`src/design/slp_pkg.sv`:
```
// Shared types and constants for the stereo looping sample player.
// Used by every module of the design but slp_ram; depends on nothing.
package slp_pkg;

	localparam int TABLE_FRAMES = 65536;
	localparam int ADDR_W = $clog2(TABLE_FRAMES);
	localparam int FRAC_W = 16;
	localparam int SAMPLE_W = 16;
	localparam int PHASE_W = 34;
	localparam int FRM_W = 17;
	localparam int MODN_W = PHASE_W - FRAC_W;
	localparam int MODC_W = $clog2(MODN_W + 1);
	localparam int CFG_IDX_W = 3;
	localparam int CFG_DATA_W = 33;

	localparam logic [1:0] ACT_WRITE = 2'd0;
	localparam logic [1:0] ACT_PLAY = 2'd1;
	localparam logic [1:0] ACT_RESTART = 2'd2;
	localparam logic [1:0] ACT_NONE = 2'd3;

	localparam logic [CFG_IDX_W-1:0] CFG_LOOP_START = 3'd0;
	localparam logic [CFG_IDX_W-1:0] CFG_LOOP_END = 3'd1;
	localparam logic [CFG_IDX_W-1:0] CFG_PHASE_STEP = 3'd2;
	localparam logic [CFG_IDX_W-1:0] CFG_START_PHASE = 3'd3;
	localparam logic [CFG_IDX_W-1:0] CFG_FRAMES = 3'd4;
	localparam logic [CFG_IDX_W-1:0] CFG_INTERP = 3'd5;

	typedef struct packed {
		logic [1:0] action;
		logic [ADDR_W-1:0] addr;
		logic signed [SAMPLE_W-1:0] left;
		logic signed [SAMPLE_W-1:0] right;
		logic signed [SAMPLE_W-1:0] gain;
	} slp_item_t;

	typedef struct packed {
		logic [15:0] loop_start;
		logic [15:0] loop_end;
		logic signed [31:0] phase_step;
		logic signed [32:0] start_phase;
		logic [FRM_W-1:0] frames;
		logic interp;
	} slp_cfg_t;

	typedef struct packed {
		logic phase_neg;
		logic mod_busy;
		logic mod_wait;
	} slp_status_t;

	typedef enum logic [3:0] {
		ST_IDLE,
		ST_RD0,
		ST_RD1,
		ST_MIX,
		ST_GAIN,
		ST_RST,
		ST_ADV,
		ST_MOD,
		ST_FIN,
		ST_OUT
	} slp_state_t;

endpackage

```
`src/design/slp_front.sv`:
```
// Front end: accepts items, drops ACT_NONE items, queues the rest.
// Depends on slp_pkg.
module slp_front (
	input  logic                  clk,
	input  logic                  arst_n,
	input  logic                  in_valid,
	output logic                  in_stall,
	input  slp_pkg::slp_item_t    in_item,
	output logic                  q_valid,
	output slp_pkg::slp_item_t    q_item,
	input  logic                  q_pop
);

	slp_pkg::slp_item_t entry_q [2];
	logic [1:0] count_q;
	logic wr_ptr_q;
	logic rd_ptr_q;
	logic push;
	logic pop;

	assign in_stall = (count_q == 2'd2);
	assign push = in_valid && !in_stall && (in_item.action != slp_pkg::ACT_NONE);
	assign pop = q_pop && (count_q != 2'd0);
	assign q_valid = (count_q != 2'd0);
	assign q_item = entry_q[rd_ptr_q];

	always_ff @(posedge clk or negedge arst_n) begin
		if (!arst_n) begin
			count_q <= '0;
			wr_ptr_q <= 1'b0;
			rd_ptr_q <= 1'b0;
		end else begin
			if (push) begin
				wr_ptr_q <= ~wr_ptr_q;
			end
			if (pop) begin
				rd_ptr_q <= ~rd_ptr_q;
			end
			count_q <= count_q + {1'b0, push} - {1'b0, pop};
		end
	end

	always_ff @(posedge clk) begin
		if (push) begin
			entry_q[wr_ptr_q] <= in_item;
		end
	end

endmodule

```
`config.mk`:
```
export PLATFORM = sky130hd
export DESIGN_NAME = slp_front
export DESIGN_NICKNAME = d
export VERILOG_FILES = /design/src/design/slp_pkg.sv /design/src/design/slp_front.sv
export SDC_FILE = /design/constraint.sdc
export NUM_CORES = 1
export LEC_CHECK = 0
export BUFFER_PORTS_ARGS = -buffer_cell sky130_fd_sc_hd__buf_2
export CELL_PAD_IN_SITES_DETAIL_PLACEMENT = 1
export CELL_PAD_IN_SITES_GLOBAL_PLACEMENT = 1
export CORE_ASPECT_RATIO = 1.2
export CORE_UTILIZATION = 47
export DETAILED_ROUTE_END_ITERATION = 6
export GPL_ROUTABILITY_DRIVEN = 0
export PLACE_DENSITY_LB_ADDON = 0.1
export SETUP_SLACK_MARGIN = 0.15
export SYNTH_ARGS = -nofsm -noshare
export SYNTH_HDL_FRONTEND = slang
export SYNTH_SLANG_ARGS = --single-unit
```
`constraint.sdc`:
```
create_clock -name clk -period 6.6 [get_ports clk]
set_input_delay 1.32 -clock clk [delete_from_list [all_inputs] [get_ports clk]]
set_output_delay 1.32 -clock clk [all_outputs]
set_load 0.005 [all_outputs]
```
==> out/qor.yml <==
run_status:
  status: "complete, no violations"
critical_path:
  cp-start-kind: "flop"
  end_kind: "output port"
  arrival_ps: 2130
  crit_type: "flop to output port"
  worstPathRequired_ps: 5280
  r2r_cells: 4
  cp_max_fo: 67
synthesis:
  ys_seq_area_frac: 0.798
  syn_inst: 224
  synth_fp_nets: 296
  yosys_warnings: 0
  syn-cell-area_sq_um: 5090
  ys_seq_elements: 136
  yosys.area.top_type: "edfxtp_1"
  ys_top_cells_by_area: "edfxtp_1 78%, mux2_4 8.8%, mux2_2 8.0%, dfrtp_1 2.0%, buf_6 0.66%"
  synth_cell_types: 17
  avgSynthCellArea_sq_um: 22.7
  synth_top_area_frac: 0.778
grt:
  antenna_found_initial: 0
  grt_pass1_vias: 2606
  grt_max_degree: 68
  track_usage: 0.171
  grt_overflow: 0
  grt_pass1_wl_mm: 13.8
power:
  leakagePower_nw: 2.53
  p_sw_uw: 708
  vdd_drop_max_uv: 282
  p_clk_frac: 0.322
  p_seq_frac: 0.452
  cellPowerDensity_nw_per_um2: 433
  power.internal_mw: 2.10
  power_switching_share: 0.252
  comb_power_share: 0.226
clock_tree:
  clk_path_buf_depth: 2
  htreeDepth: 4
  cts_sinks: 136
  cts_hold_buffers: 0
  numCtsBuffers: 17
  cts_tree: "yes"
  cts_resized: 0
  cts_setup_buffers: 0
  clk_pin_slew_ps: 50
  root_buffer: "clkbuf_16"
  insertion_delay_ps: 410
routing:
  ant_nets: 0
  wirelength_mm: 9.46
  vias: 2536
  avgViaCountPerCell: 4.91
  drc: 0
  wl_per_cell_microns: 18.3
  initialDrtViolationCount: 126
  first_pass_iters: 4
cells_and_area:
  layout-drive-gt1-share: 0.602
  nets: 447
  synthToLayoutAreaGrowth_pct: 27.4
  stdcell_count: 517
  fill_cells: 954
sta:
  setup_viol_count_final: 0
  worst_pin_slew_ps: 1060
  fmax_ghz: 0.290
  min_period_over_period: 0.523
  grt_setup_unrepaired: "no"
  hold_violations: 0
  maxSlewViolCount: 0
  finClkSkew_ps: 7.76
  relSlewSlack: 0.291
  min_period_ps: 3450
  fin_setup_tns_ps: 0
place:
  dp_hpwl_mm: 5.94
  io_buffer_count: 137
  dpl.cell_count: 485
die:
  std_cell_rows: 41
  ios: 138
  die_w_microns: 97.0
  core_sq_um: 10500
  die-area_sq_um: 11300
  start_util: 0.484
  fp.dieH_microns: 116
worst_hold_path:
  hold_depth: 1
  hp-class: "flop to flop"
job:
  maxCapViolations: 0
-- Yosys cell counts --
master    count
nand3b_4      1
inv_1         2
edfxtp_1    132
xor2_1        1
mux2_4       30
nand2_1       1
mux2_2       36
and2_1        1
nor2_1        2
buf_2         3
ha_1          2
buf_4         1
xnor2_1       3
or2_1         1
dfrtp_1       4
nor2b_1       1
buf_6         3
-- cells in the final DEF (no fill, tap or decap) --
master / instances
clkinv_2: 2
diode_2: 1
clkinv_1: 5
ha_1: 2
clkbuf_16: 17
clkinvlp_4: 2
dfrtp_1: 3
nand3b_4: 1
nor2_4: 2
edfxtp_1: 132
dfrtp_4: 1
xnor2_1: 3
buf_4: 2
xor2_1: 1
nor2b_1: 1
inv_1: 2
mux2_2: 36
nand2_1: 1
clkbuf_1: 2
mux2_4: 30
and2_1: 1
buf_2: 137
bufinv_16: 3
or2_1: 1
-- worst max-delay path, cell delays in order (launching register included) --
cell     delay (ps)
dfrtp_4        1080
mux2_2          420
buf_2           130
-- layout make-up --
type	count	area, sq um	area share
tap	129	161	0.0249
clock buffer	19	433	0.0667
antenna	1	2.50	0.000386
clock inverter	12	134	0.0206
multi-input combinational	79	981	0.151
timing repair buffer	139	701	0.108
sequential	136	4070	0.627
inverter	2	7.51	0.00116
-- worst paths after layout --
check / start / endpoint / slack, ps
worst min-delay path: count_q[1]$_DFF_PN0_ / count_q[1]$_DFF_PN0_ / 490
max in group asynchronous: arst_n / rd_ptr_q$_DFFE_PN0P_ / 5740
worst min register to register: count_q[1]$_DFF_PN0_ / count_q[1]$_DFF_PN0_ / 490
worst max-delay path: rd_ptr_q$_DFFE_PN0P_ / q_item[7] / 3150
min in group asynchronous: arst_n / count_q[1]$_DFF_PN0_ / 710
worst max register to register: count_q[1]$_DFF_PN0_ / entry_q[1][6]$_DFFE_PP_ / 4460
-- power by group through the flow --
| stage | Clock [mW] | Sequential [mW] | Combinational [mW] |
|---|---|---|---|
| floorplan | 0 | 1.19 | 0.485 |
| detailed placement | 0 | 1.29 | 0.650 |
| global route | 0.951 | 1.30 | 0.690 |
| CTS | 0.922 | 1.28 | 0.654 |
| finish | 0.905 | 1.27 | 0.637 |
| global placement | 0 | 1.28 | 0.640 |
-- state kept, by name (all words and copies together), names as in the netlist --
register	cells
count_q	2
entry_q	132
rd_ptr_q	1
wr_ptr_q	1
-- stage by stage --
stage / hold WS, ps / power [mW] / cell area [sq um] / utilization / setup WS, ps
final: 492 / 2.81 / 6490 / 0.617 / 3150
after CTS: 503 / 2.85 / 6480 / 0.617 / 3110
after floorplan: 452 / 1.68 / 5090 / - / 1830
after detailed placement: 491 / 1.94 / 5920 / 0.563 / 3500
after global placement: 476 / 1.92 / 5920 / 0.563 / 3530
after global routing: 545 / 2.94 / 6480 / 0.617 / 3020
-- metal layers --
metal / up-vias / track usage / routed length (microns)
li1: 1181 / - / -
met5: - / 0 / 0
met1: 1236 / 0.194 / 3600
met4: 0 / 0.0915 / 191
met3: 13 / 0.0621 / 648
met2: 106 / 0.287 / 5010
-- kinds of logic after synthesis --
| kind of cell | count (synthesis) | synth area share |
|---|---|---|
| adders and majority gates | 2 | 0.00491 |
| DFF | 136 | 0.798 |
| xor gates and xnor gates | 4 | 0.00688 |
| muxes | 66 | 0.168 |
| and+or+nand+nor | 7 | 0.00983 |
| buffers and inverters | 9 | 0.0125 |
(Power assumes the default switching activity.)
